==> src/rtl/fpst_pkg.sv <==
// ----------------------------------------------------------------------------
// fpst_pkg
// Shared types, codes and defaults for the prefix sum table unit.
// ----------------------------------------------------------------------------
package fpst_pkg;

    localparam int SIZE_DEFAULT = 1024;

    localparam int POS_W = 10;
    localparam int ADD_W = 32;
    localparam int SUM_W = 64;

    localparam logic [1:0] MODE_ADD    = 2'd0;
    localparam logic [1:0] MODE_PREFIX = 2'd1;
    localparam logic [1:0] MODE_RANGE  = 2'd2;
    localparam logic [1:0] MODE_CLEAR  = 2'd3;

    typedef struct packed {
        logic [1:0]              mode;
        logic [POS_W-1:0]        position;
        logic [POS_W-1:0]        left_position;
        logic signed [ADD_W-1:0] add_value;
    } in_t;

    typedef struct packed {
        logic signed [SUM_W-1:0] sum;
        logic                    range_error;
    } out_t;

    typedef struct packed {
        logic in_load;
        logic start_right;
        logic start_left;
        logic rd;
        logic wr_add;
        logic step_down;
        logic acc_clr;
        logic acc_en;
        logic acc_sub;
        logic clr_start;
        logic clr_wr;
        logic out_load;
    } cmd_t;

    typedef struct packed {
        logic [1:0] mode;
        logic       item_bad;
        logic       node_zero;
        logic       node_over;
        logic       clr_last;
    } sts_t;

endpackage

==> src/rtl/fpst_ctrl.sv <==
// ----------------------------------------------------------------------------
// fpst_ctrl
// Controller: sequences clears, tree updates, prefix walks and result transfer.
// ----------------------------------------------------------------------------
module fpst_ctrl
    import fpst_pkg::*;
(
    input  logic aclk,
    input  logic aresetn,
    input  logic s_valid,
    output logic s_ready,
    output logic m_valid,
    input  logic m_ready,
    input  sts_t sts,
    output cmd_t cmd
);

    localparam logic [2:0] ST_CLR    = 3'd0;
    localparam logic [2:0] ST_IDLE   = 3'd1;
    localparam logic [2:0] ST_DECODE = 3'd2;
    localparam logic [2:0] ST_UPD_RD = 3'd3;
    localparam logic [2:0] ST_UPD_WR = 3'd4;
    localparam logic [2:0] ST_Q_RD   = 3'd5;
    localparam logic [2:0] ST_Q_ACC  = 3'd6;
    localparam logic [2:0] ST_RESULT = 3'd7;

    logic [2:0] state_reg;
    logic [2:0] state_next;
    logic       second_reg;
    logic       second_next;
    logic       m_valid_reg;
    logic       m_valid_next;

    assign s_ready = state_reg == ST_IDLE;
    assign m_valid = m_valid_reg;

    always_comb begin
        state_next   = state_reg;
        second_next  = second_reg;
        m_valid_next = m_valid_reg && !m_ready;
        cmd          = '0;
        unique case (state_reg)
            ST_CLR: begin
                cmd.clr_wr = 1'b1;
                if (sts.clr_last) begin
                    state_next = ST_IDLE;
                end
            end
            ST_IDLE: begin
                if (s_valid) begin
                    cmd.in_load = 1'b1;
                    state_next  = ST_DECODE;
                end
            end
            ST_DECODE: begin
                second_next = 1'b0;
                unique case (sts.mode)
                    MODE_CLEAR: begin
                        cmd.clr_start = 1'b1;
                        state_next    = ST_CLR;
                    end
                    MODE_ADD: begin
                        cmd.start_right = 1'b1;
                        state_next      = sts.item_bad ? ST_RESULT : ST_UPD_RD;
                    end
                    default: begin
                        cmd.start_right = 1'b1;
                        cmd.acc_clr     = 1'b1;
                        state_next      = sts.item_bad ? ST_RESULT : ST_Q_RD;
                    end
                endcase
            end
            ST_UPD_RD: begin
                if (sts.node_over) begin
                    state_next = ST_IDLE;
                end else begin
                    cmd.rd     = 1'b1;
                    state_next = ST_UPD_WR;
                end
            end
            ST_UPD_WR: begin
                cmd.wr_add = 1'b1;
                state_next = ST_UPD_RD;
            end
            ST_Q_RD: begin
                if (!sts.node_zero) begin
                    cmd.rd     = 1'b1;
                    state_next = ST_Q_ACC;
                end else if (sts.mode == MODE_RANGE && !second_reg) begin
                    cmd.start_left = 1'b1;
                    second_next    = 1'b1;
                end else begin
                    state_next = ST_RESULT;
                end
            end
            ST_Q_ACC: begin
                cmd.acc_en    = 1'b1;
                cmd.acc_sub   = second_reg;
                cmd.step_down = 1'b1;
                state_next    = ST_Q_RD;
            end
            ST_RESULT: begin
                if (!m_valid_reg || m_ready) begin
                    cmd.out_load = 1'b1;
                    m_valid_next = 1'b1;
                    state_next   = ST_IDLE;
                end
            end
            default: begin
                state_next = ST_IDLE;
            end
        endcase
    end

    always_ff @(posedge aclk) begin
        if (!aresetn) begin
            state_reg   <= ST_CLR;
            second_reg  <= 1'b0;
            m_valid_reg <= 1'b0;
        end else begin
            state_reg   <= state_next;
            second_reg  <= second_next;
            m_valid_reg <= m_valid_next;
        end
    end

endmodule

==> config.mk <==
export PLATFORM = sky130hd
export DESIGN_NAME = fpst_ctrl
export DESIGN_NICKNAME = d
export VERILOG_FILES = /design/src/rtl/fpst_pkg.sv /design/src/rtl/fpst_ctrl.sv
export SDC_FILE = /design/constraint.sdc
export NUM_CORES = 1
export LEC_CHECK = 0
export BUFFER_PORTS_ARGS = -buffer_cell sky130_fd_sc_hd__buf_2
export CORE_UTILIZATION = 39
export CTS_CLUSTER_DIAMETER = 50
export CTS_CLUSTER_SIZE = 10
export DETAILED_ROUTE_END_ITERATION = 6
export PLACE_DENSITY_LB_ADDON = 0.1
export SYNTH_ARGS = -nofsm -noshare
export SYNTH_HDL_FRONTEND = slang
export SYNTH_SLANG_ARGS = --single-unit
==> constraint.sdc <==
create_clock -name aclk -period 1.3 [get_ports aclk]
set_input_delay 0.39 -clock aclk [delete_from_list [all_inputs] [get_ports aclk]]
set_output_delay 0.39 -clock aclk [all_outputs]
set_load 0.01 [all_outputs]
# After elaboration in Yosys (flattened, before gate mapping)
# Index checks and enable logic that the tools add are counted.
classes:
  eq_ne: 15
  mux: 35
  reduce_logical: 12
op_table:
  columns: ["op", "count"]
  rows:
  - ["one-hot mux 3 bit (8 select lines)", 1]
  - ["two-way mux 1 bit", 22]
  - ["two-way mux 3 bit", 7]
  - ["equality test 3 bit (second input constant)", 4]
  - ["inequality test 2 bit (second input constant)", 5]
  - ["equality test 3 x 2 -> 1 bit (second input constant)", 2]
  - ["one-hot mux 3 bit (2 select lines)", 1]
  - ["equality test 2 bit (second input constant)", 2]
  - ["two-way mux 2 bit", 2]
  - ["one-hot mux 1 bit (2 select lines)", 2]
  - ["AND reduction 4 bit", 1]
  - ["equality test 3 x 1 -> 1 bit (second input constant)", 1]
  - ["zero test 1 bit", 3]
  - ["zero test 3 bit", 1]
  - ["inequality test 3 bit (second input constant)", 1]
  - ["AND reduction 3 bit", 1]
  - ["logical AND 1 bit", 2]
  - ["zero test 2 bit", 1]
  - ["nonzero test 2 bit", 1]
  - ["OR reduction 2 bit", 1]
  - ["logical OR 1 bit", 1]
word_totals:
  wordCells: 65
  in_bits: 10
  out_inout_bits: 14
  ff_bits: 5

# Logic depth before layout (Yosys ltp)
# Gate-level depths: netlist of run 1.
logic_depth:
  depth_word: 5
  ltp_mapped: 6
  mapped_depth_nobuf: 6

# Worst setup path after synthesis of run 1
# No wires, ideal clock.
synth_path:
  path_type: "reg2out"
  startpoint: "reg state_reg[0]"
  endpoint: "out cmd[11] in the netlist's numbering"
  t_arrival_ns: 1.156
  setup_slack_ns: -0.246
  path_stages_with_launch: 4
  path_buffers: 1
  required_time_ns: 0.910
  cell_sequence: "dfxtp_1 > buf_2 > nor3b_1 > and2_1"
synth_lines:
  columns: ["element", "line", "rtl"]
  rows:
  - ["start: declaration", "fpst_ctrl.sv:27", "logic [2:0] state_reg;"]
  - ["start signal: assignment", "fpst_ctrl.sv:121", "state_reg <= state_next;"]
  - ["end: declaration", "fpst_ctrl.sv:15", "output cmd_t cmd"]

==> results of run 1 <==
-- placed cells by master (no fill, tap or decap), types with 2 or more instances in the layout --
cell type | synthesis | final
o21a_1 | 2 | 2
ha_1 | 4 | 3
nand2_1 | 2 | 2
and2_4 | 0 | 2
a21oi_1 | 3 | 3
buf_4 | 2 | 12
clkbuf_4 | 0 | 3
mux2i_1 | 2 | 2
buf_6 | 1 | 19
dfxtp_4 | 0 | 2
o21ai_1 | 3 | 3
nor3b_2 | 0 | 2
nor2b_1 | 5 | 5
nor3_4 | 0 | 2
and2_1 | 4 | 2
dfxtp_1 | 5 | 2
buf_2 | 3 | 16
nor2_1 | 6 | 3
nor2_2 | 0 | 2
-- how the worst max path moves through the flow --
stage                          to  cells after the start
after global routing       cmd[8]                      5
after detailed placement   cmd[9]                      6
after global placement     cmd[9]                      6
after CTS                  cmd[9]                      4
final                      cmd[9]                      4
after floorplan           cmd[11]                      4
-- logic make-up (layout without fill, tap and decap cells) --
| group | count (synthesis) | after routing | synth area share (%) |
|---|---|---|---|
| DFF | 5 | 5 | 19.7 |
| muxes | 2 | 2 | 3.94 |
| AOI/OAI and AO/OA | 15 | 15 | 20.4 |
| adders and majority gates | 4 | 4 | 9.85 |
| and+or+nand+nor | 31 | 31 | 36.5 |
| buffers and inverters | 8 | 53 | 9.60 |
-- layer usage --
layer / routed length (um) / vias to the layer above / part of all wire [%] / track usage, %
met1: 661 / 308 / 40 / 27.4
li1: - / 320 / - / -
met2: 886 / 30 / 53 / 51.3
met4: 31 / 0 / 1.9 / 10.7
met5: 0 / - / 0 / 0
met3: 85 / 5 / 5.1 / 10.5
-- final cells by class --
cell class	count	area (um^2)	area share, %
inverter	2	10.0	1.01
timing repair buffer	47	384	38.7
clock buffer	4	26.3	2.64
tap	14	17.5	1.76
sequential	5	109	11.0
multi-input combinational	52	447	45.0
-- report_power, final --
group          internal (uW)  switching (uW)  total [uW]  leakage [uW]
registers                163            15.4         179     0.0000425
logic                    186             134         320      0.000430
clock network            116            70.3         187     0.0000150
-- repair_timing --
item | CTS | global route
gates cloned | 0 | 0
setup endpoints to repair | 16 | 16
gates resized for setup | 34 | 8
pin swaps | 11 | 10
hold buffers | 0 | 0
setup buffers | 8 | 1
-- per-stage QoR --
step | hold slack (ns) | util [%] | TNS, ns | instance area (um^2) | power, uW
after floorplan | 0.512 | - | -0.159 | 551 | 308
after global placement | 0.653 | 64.2 | -1.58 | 742 | 390
after detailed placement | 0.666 | 64.2 | -1.89 | 742 | 394
after CTS | 0.408 | 82.1 | -3.32 | 950 | 652
after global routing | 0.418 | 85.9 | -4.16 | 993 | 726
final | 0.415 | 85.9 | -3.42 | 993 | 685
==> qor.log, run 1 <==
[routing] routed via count 663
[worst_setup_path] category of the worst setup path launch point flip-flop
[placement] routability-driven placement congestion ratio 0.783
[sta] number of endpoints with negative hold slack in the final report 0
[routing] number of DRC violations after detailed-routing iteration 0 9
[synthesis] cell type with the largest total area after synthesis dfxtp_1
[finish] number of filler instances in the final layout 68
[synthesis] post-synth cell types 31
[die] Initial Util 43.9%
[routing] aggregate routed wire length 1.67 mm
[worst_setup_path] critical path fanouts, max 6
[worst_setup_path] source of the critical timing path state_reg[2]$_SDFFE_PN0P_
[synthesis] Synthesized Nets 79
[die] Die Ht 38.1 um
[synthesis] list of most frequent post-synthesis cells nor2_1, dfxtp_1, nor2b_1
[worst_setup_path] cell with the largest stage delay on the worst path dfxtp_4
[placement] Inst Count DP 111
[clocking] clock latency of the later-clocked register in the worst-skew pair 0.25 ns
[grt] initial antenna violation count 0
[synthesis] Seq/Total Area, Yosys 19.7%
[finish] share of final-layout standard cells stronger than drive strength 1 65.5%
[worst_hold_path] hold depth 2
[worst_setup_path] arrival time at the worst endpoint 1.24 ns
[synthesis] proportion of register bits with asynchronous set or reset after synthesis 0%
[worst_setup_path] family with the most delay on the worst path flip-flops
[finish] flip-flop count of the largest register after layout 3
[worst_setup_path] series of cell instances along the critical path buf_6, nand4_1, nor3_2, buf_2
[worst_setup_path] highest cell delay on the worst timing path 0.40 ns
[routing] number of optimization iterations in the first detailed-route pass 4
[power_and_ir_drop] leakage dissipation 0.000487 uW
[worst_setup_path] worst path bufs/invs 2
[power_and_ir_drop] Worst IR Drop VDD 0.397 mV
[grt] vias in the first global route 586
[finish] non-filler cells, final 124
[routing] post-detailed-route via-to-cell ratio 5.35
[worst_hold_path] launch instance of the worst min-delay path aresetn
[synthesis] portion of synthesized cell area occupied by the leading cell type 19.7%
[placement] number of port buffers 23
[worst_setup_path] depth of the worst register-to-register path 5
[grt] remaining global-route overflow 0
[die] area of the placeable core 0.00116 mm^2
[clocking] clock tree from TritonCTS done
[clocking] buffer depth of the longest clock path 2
[synthesis] most common cell in the netlist nor2_1
[worst_hold_path] endpoint of the worst hold path m_valid$_SDFF_PN0_
[worst_hold_path] path class of the lowest-slack min-delay path primary input to flip-flop
[synthesis] top flip-flop cell by instance count after synthesis dfxtp_1
[placement] minimum setup slack after placement -0.298 ns
[synthesis] area of the mapped netlist 508 um^2
[routing] DR DRC count 0
[sta] portion of the clock cycle consumed by the worst path in the final layout 125%
[die] Die Width 38.1 um
[finish] nets@finish 125
[clocking] clock input transition at the sequential cells of the worst setup and hold paths 0.04 ns
[sta] # setup viols final 15
[clocking] H-tree levels 1
[placement] HPWL after DPL 1.01 mm
[worst_setup_path] setup slack of the worst register-to-register path -0.04 ns
[clocking] number of buffers created by CTS 3
[routing] DRT antenna net count 0
[clocking] TritonCTS sink count 5
[die] die outline area 0.00145 mm^2
[worst_setup_path] Required @ worst endpoint 0.91 ns
[worst_setup_path] Crit Reg-Reg Endpoint state_reg[1]$_SDFFE_PN0P_
[finish] diode insertion count for antenna repair 0
[grt] largest net degree at the start of global routing 10
[grt] All-Layer GR Usage 27.8%
[synthesis] syn_area_per_cell 7.82 um^2
[flow_run] max-cap violations 0
[sta] max frequency 614 MHz
[routing] Routed WL per cell 13.4 um
[synthesis] cell types with the largest area share after synthesis dfxtp_1, ha_1, nor2b_1
[sta] unrepaired setup endpoints after global routing true
[sta] Final Max Tran Viols 0
[status] violated checks setup timing
[sta] Final WS setup -0.328 ns
[worst_setup_path] critical register-to-register path startpoint state_reg[0]$_SDFFE_PN0P_
[sta] shortest period the worst path allows 1.63 ns
[finish] layout-stage area growth over the synthesis result 95.6%
[grt] wire length of the first global-routing pass 2.69 mm
[synthesis] synthesized flop and latch total 5
[die] Core Rows 12
[synthesis] yosys synthesis warning count 0
[worst_setup_path] Setup CP Type flip-flop to output pin
[sta] worst slew margin relative to its limit 81.5%
[synthesis] number of synthesized flops with an enable pin 0
[status] status finished with violations
[power_and_ir_drop] total power divided by cell area 689 mW/mm^2
[sta] Worst Tran Pin Value 0.277 ns
[synthesis] Mapped Cells 65
[worst_setup_path] CP endpoint kind output pin
[die] # IOs 24
[sta] clk_skew 0.00370 ns
[clocking] buffer type at the clock tree root clkbuf_4
Power figures use the tool's default switching activity.
==> inputs of run 2 (changes only) <==
Settings changed: CORE_AREA set to 2 2 39 41, CORE_UTILIZATION 39 to not set, CTS_CLUSTER_DIAMETER 50 to 200, DIE_AREA set to 0 0 41 43.
Clock period 1.3 ns to 1.6 ns, I/O delays scaled along.
==> qor.log, run 2 (synthesis results as in run 1) <==
[sta] Worst Tran Pin Value 0.206 ns [-0.0712 ns]
[clocking] number of buffers created by CTS 3 [unchanged]
[die] Die Width 41 um [+7.6%]
[placement] HPWL after DPL 903 um [-10%]
[routing] DR DRC count 0 [unchanged]
[die] area of the placeable core 0.00138 mm^2 [+20%]
[clocking] buffer depth of the longest clock path 2 [unchanged]
[grt] initial antenna violation count 0 [unchanged]
[routing] DRT antenna net count 0 [unchanged]
[routing] number of DRC violations after detailed-routing iteration 0 9 [unchanged]
[sta] portion of the clock cycle consumed by the worst path in the final layout 109%
[clocking] TritonCTS sink count 5 [unchanged]
[finish] nets@finish 123 [-1.6%]
[clocking] H-tree levels 1 [unchanged]
[sta] minimum hold slack 0.510 ns [+0.0947 ns]
[worst_setup_path] arrival time at the worst endpoint 1.26 ns [+0.02 ns]
[routing] Routed WL per cell 12.2 um [-9.5%]
[die] # IOs 24 [unchanged]
[worst_hold_path] path class of the lowest-slack min-delay path primary input to flip-flop
[sta] number of endpoints with negative hold slack in the final report 0 [unchanged]
[routing] aggregate routed wire length 1.51 mm [-9.5%]
[finish] flip-flop count of the largest register after layout 3 [unchanged]
[grt] All-Layer GR Usage 18.3% [-9.5 points]
[finish] most frequent cells in the layout buf_2, buf_4, nor2b_1
[sta] unrepaired setup endpoints after global routing true
[clocking] clock tree from TritonCTS done
[power_and_ir_drop] leakage dissipation 0.000472 uW [-3.2%]
[status] status finished with violations
[sta] max frequency 575 MHz
[finish] layout-stage area growth over the synthesis result 91.6%
[worst_setup_path] critical path fanouts, max 2 [-4]
[finish] share of final-layout standard cells stronger than drive strength 1 62.0% [-3.4 points]
[sta] clk_skew 0.00414 ns [+0.000436 ns]
[sta] Final Max Tran Viols 0 [unchanged]
[worst_setup_path] category of the worst setup path launch point primary input
[clocking] clock input transition at the sequential cells of the worst setup and hold paths 0.04 ns [about the same]
[placement] Inst Count DP 111 [unchanged]
[routing] post-detailed-route via-to-cell ratio 5.08 [-5.0%]
[die] Initial Util 36.7% [-7.2 points]
[grt] largest net degree at the start of global routing 10 [unchanged]
[worst_setup_path] depth of the worst register-to-register path 5 [unchanged]
[sta] worst slew margin relative to its limit 86.2% [+4.8 points]
[clocking] buffer type at the clock tree root clkbuf_4
[sta] shortest period the worst path allows 1.74 ns
[worst_hold_path] hold depth 2 [unchanged]
[grt] vias in the first global route 534 [-8.9%]
[finish] non-filler cells, final 124 [unchanged]
[placement] routability-driven placement congestion ratio 0.734 [-6.3%]
[routing] number of optimization iterations in the first detailed-route pass 4 [unchanged]
[placement] number of port buffers 23 [unchanged]
[flow_run] max-cap violations 0 [unchanged]
[status] violated checks setup timing
[die] Core Rows 14 [+2]
[finish] diode insertion count for antenna repair 0 [unchanged]
[worst_setup_path] Setup CP Type primary input to output pin
[sta] # setup viols final 10 [-5]
[power_and_ir_drop] total power after layout 523 uW [-24%]
[die] Die Ht 43 um [+13%]
[worst_setup_path] CP endpoint kind output pin
[clocking] number of buffers inserted by hold repair at cts 0 [unchanged]
[clocking] clock latency of the later-clocked register in the worst-skew pair 0.24 ns [about the same]
[worst_setup_path] Required @ worst endpoint 1.12 ns [+0.21 ns]
[routing] routed via count 630 [-5.0%]
[power_and_ir_drop] Worst IR Drop VDD 0.312 mV [-22%]
[die] die outline area 0.00176 mm^2 [+22%]
[sta] Final WS setup -0.138 ns [+0.190 ns]
[grt] wire length of the first global-routing pass 2.20 mm [-18%]
[grt] remaining global-route overflow 0 [unchanged]
[power_and_ir_drop] total power divided by cell area 537 mW/mm^2 [-22%]
-- run 2: cell types whose count changed in the layout (fill, tap and decap cells not counted), moves of 2 or more --
cell and change:
and2_4 -2, buf_4 +7, buf_2 +3, buf_6 -15, ha_1 -2, and2_1 +2
ha_4 +2
-- run 2: what timing repair did --
action                     CTS  global route
setup endpoints to repair   13            12
pin swaps                    7             2
gates resized for setup     20            14
gates cloned                 1             0
setup buffers                6             2
-- run 2: critical path, stage by stage --
cell and delay, ns:
buf_8 0.11, inv_8 0.05, ha_4 0.11, nand4_1 0.17, nor3_4 0.18, buf_2 0.16
-- run 2: worst paths after layout --
| check | startpoint | to | slack [ns] |
|---|---|---|---|
| setup / recovery | sts[4] | cmd[9] | -0.14 |
| setup reg to reg | state_reg[1]$_SDFFE_PN0P_ | state_reg[0]$_SDFFE_PN0P_ | 0.22 |
| hold reg to reg | state_reg[2]$_SDFFE_PN0P_ | state_reg[2]$_SDFFE_PN0P_ | 0.65 |
| hold / removal | aresetn | m_valid$_SDFF_PN0_ | 0.51 |
-- run 2: report_power, final --
part | total [uW] | switching [uW] | internal, uW
logic | 235 | 97.3 | 137
registers | 146 | 13.4 | 132
clock network | 143 | 48.8 | 94.1
total | 523 | 160 | 364
-- run 2: area by class of cell --
cell class	instances	area, um^2
inverter	2	15.0
fill	119	410
multi-input combinational	52	450
clock buffer	4	26.3
sequential	5	111
timing repair buffer	45	350
tap	16	20.0
-- run 2: metrics by stage --
stage / setup TNS, ns / utilization (%) / setup slack, ns / instance area [um^2]
after floorplan: 0 / - / 0.101 / 513
after global placement: -0.369 / 51.8 / -0.119 / 717
final: -0.487 / 70.3 / -0.138 / 973
after CTS: -0.559 / 64.6 / -0.127 / 893
after global routing: -1.01 / 70.3 / -0.186 / 973
after detailed placement: -0.534 / 51.8 / -0.156 / 717
-- run 2: metal layers --
metal	GRT usage [%]	up-vias	share of wire, %
li1	-	314	-
met4	10.0	0	1.5
met3	3.14	2	3.6
met5	0	-	0
met1	20.3	296	37
met2	30.6	18	58
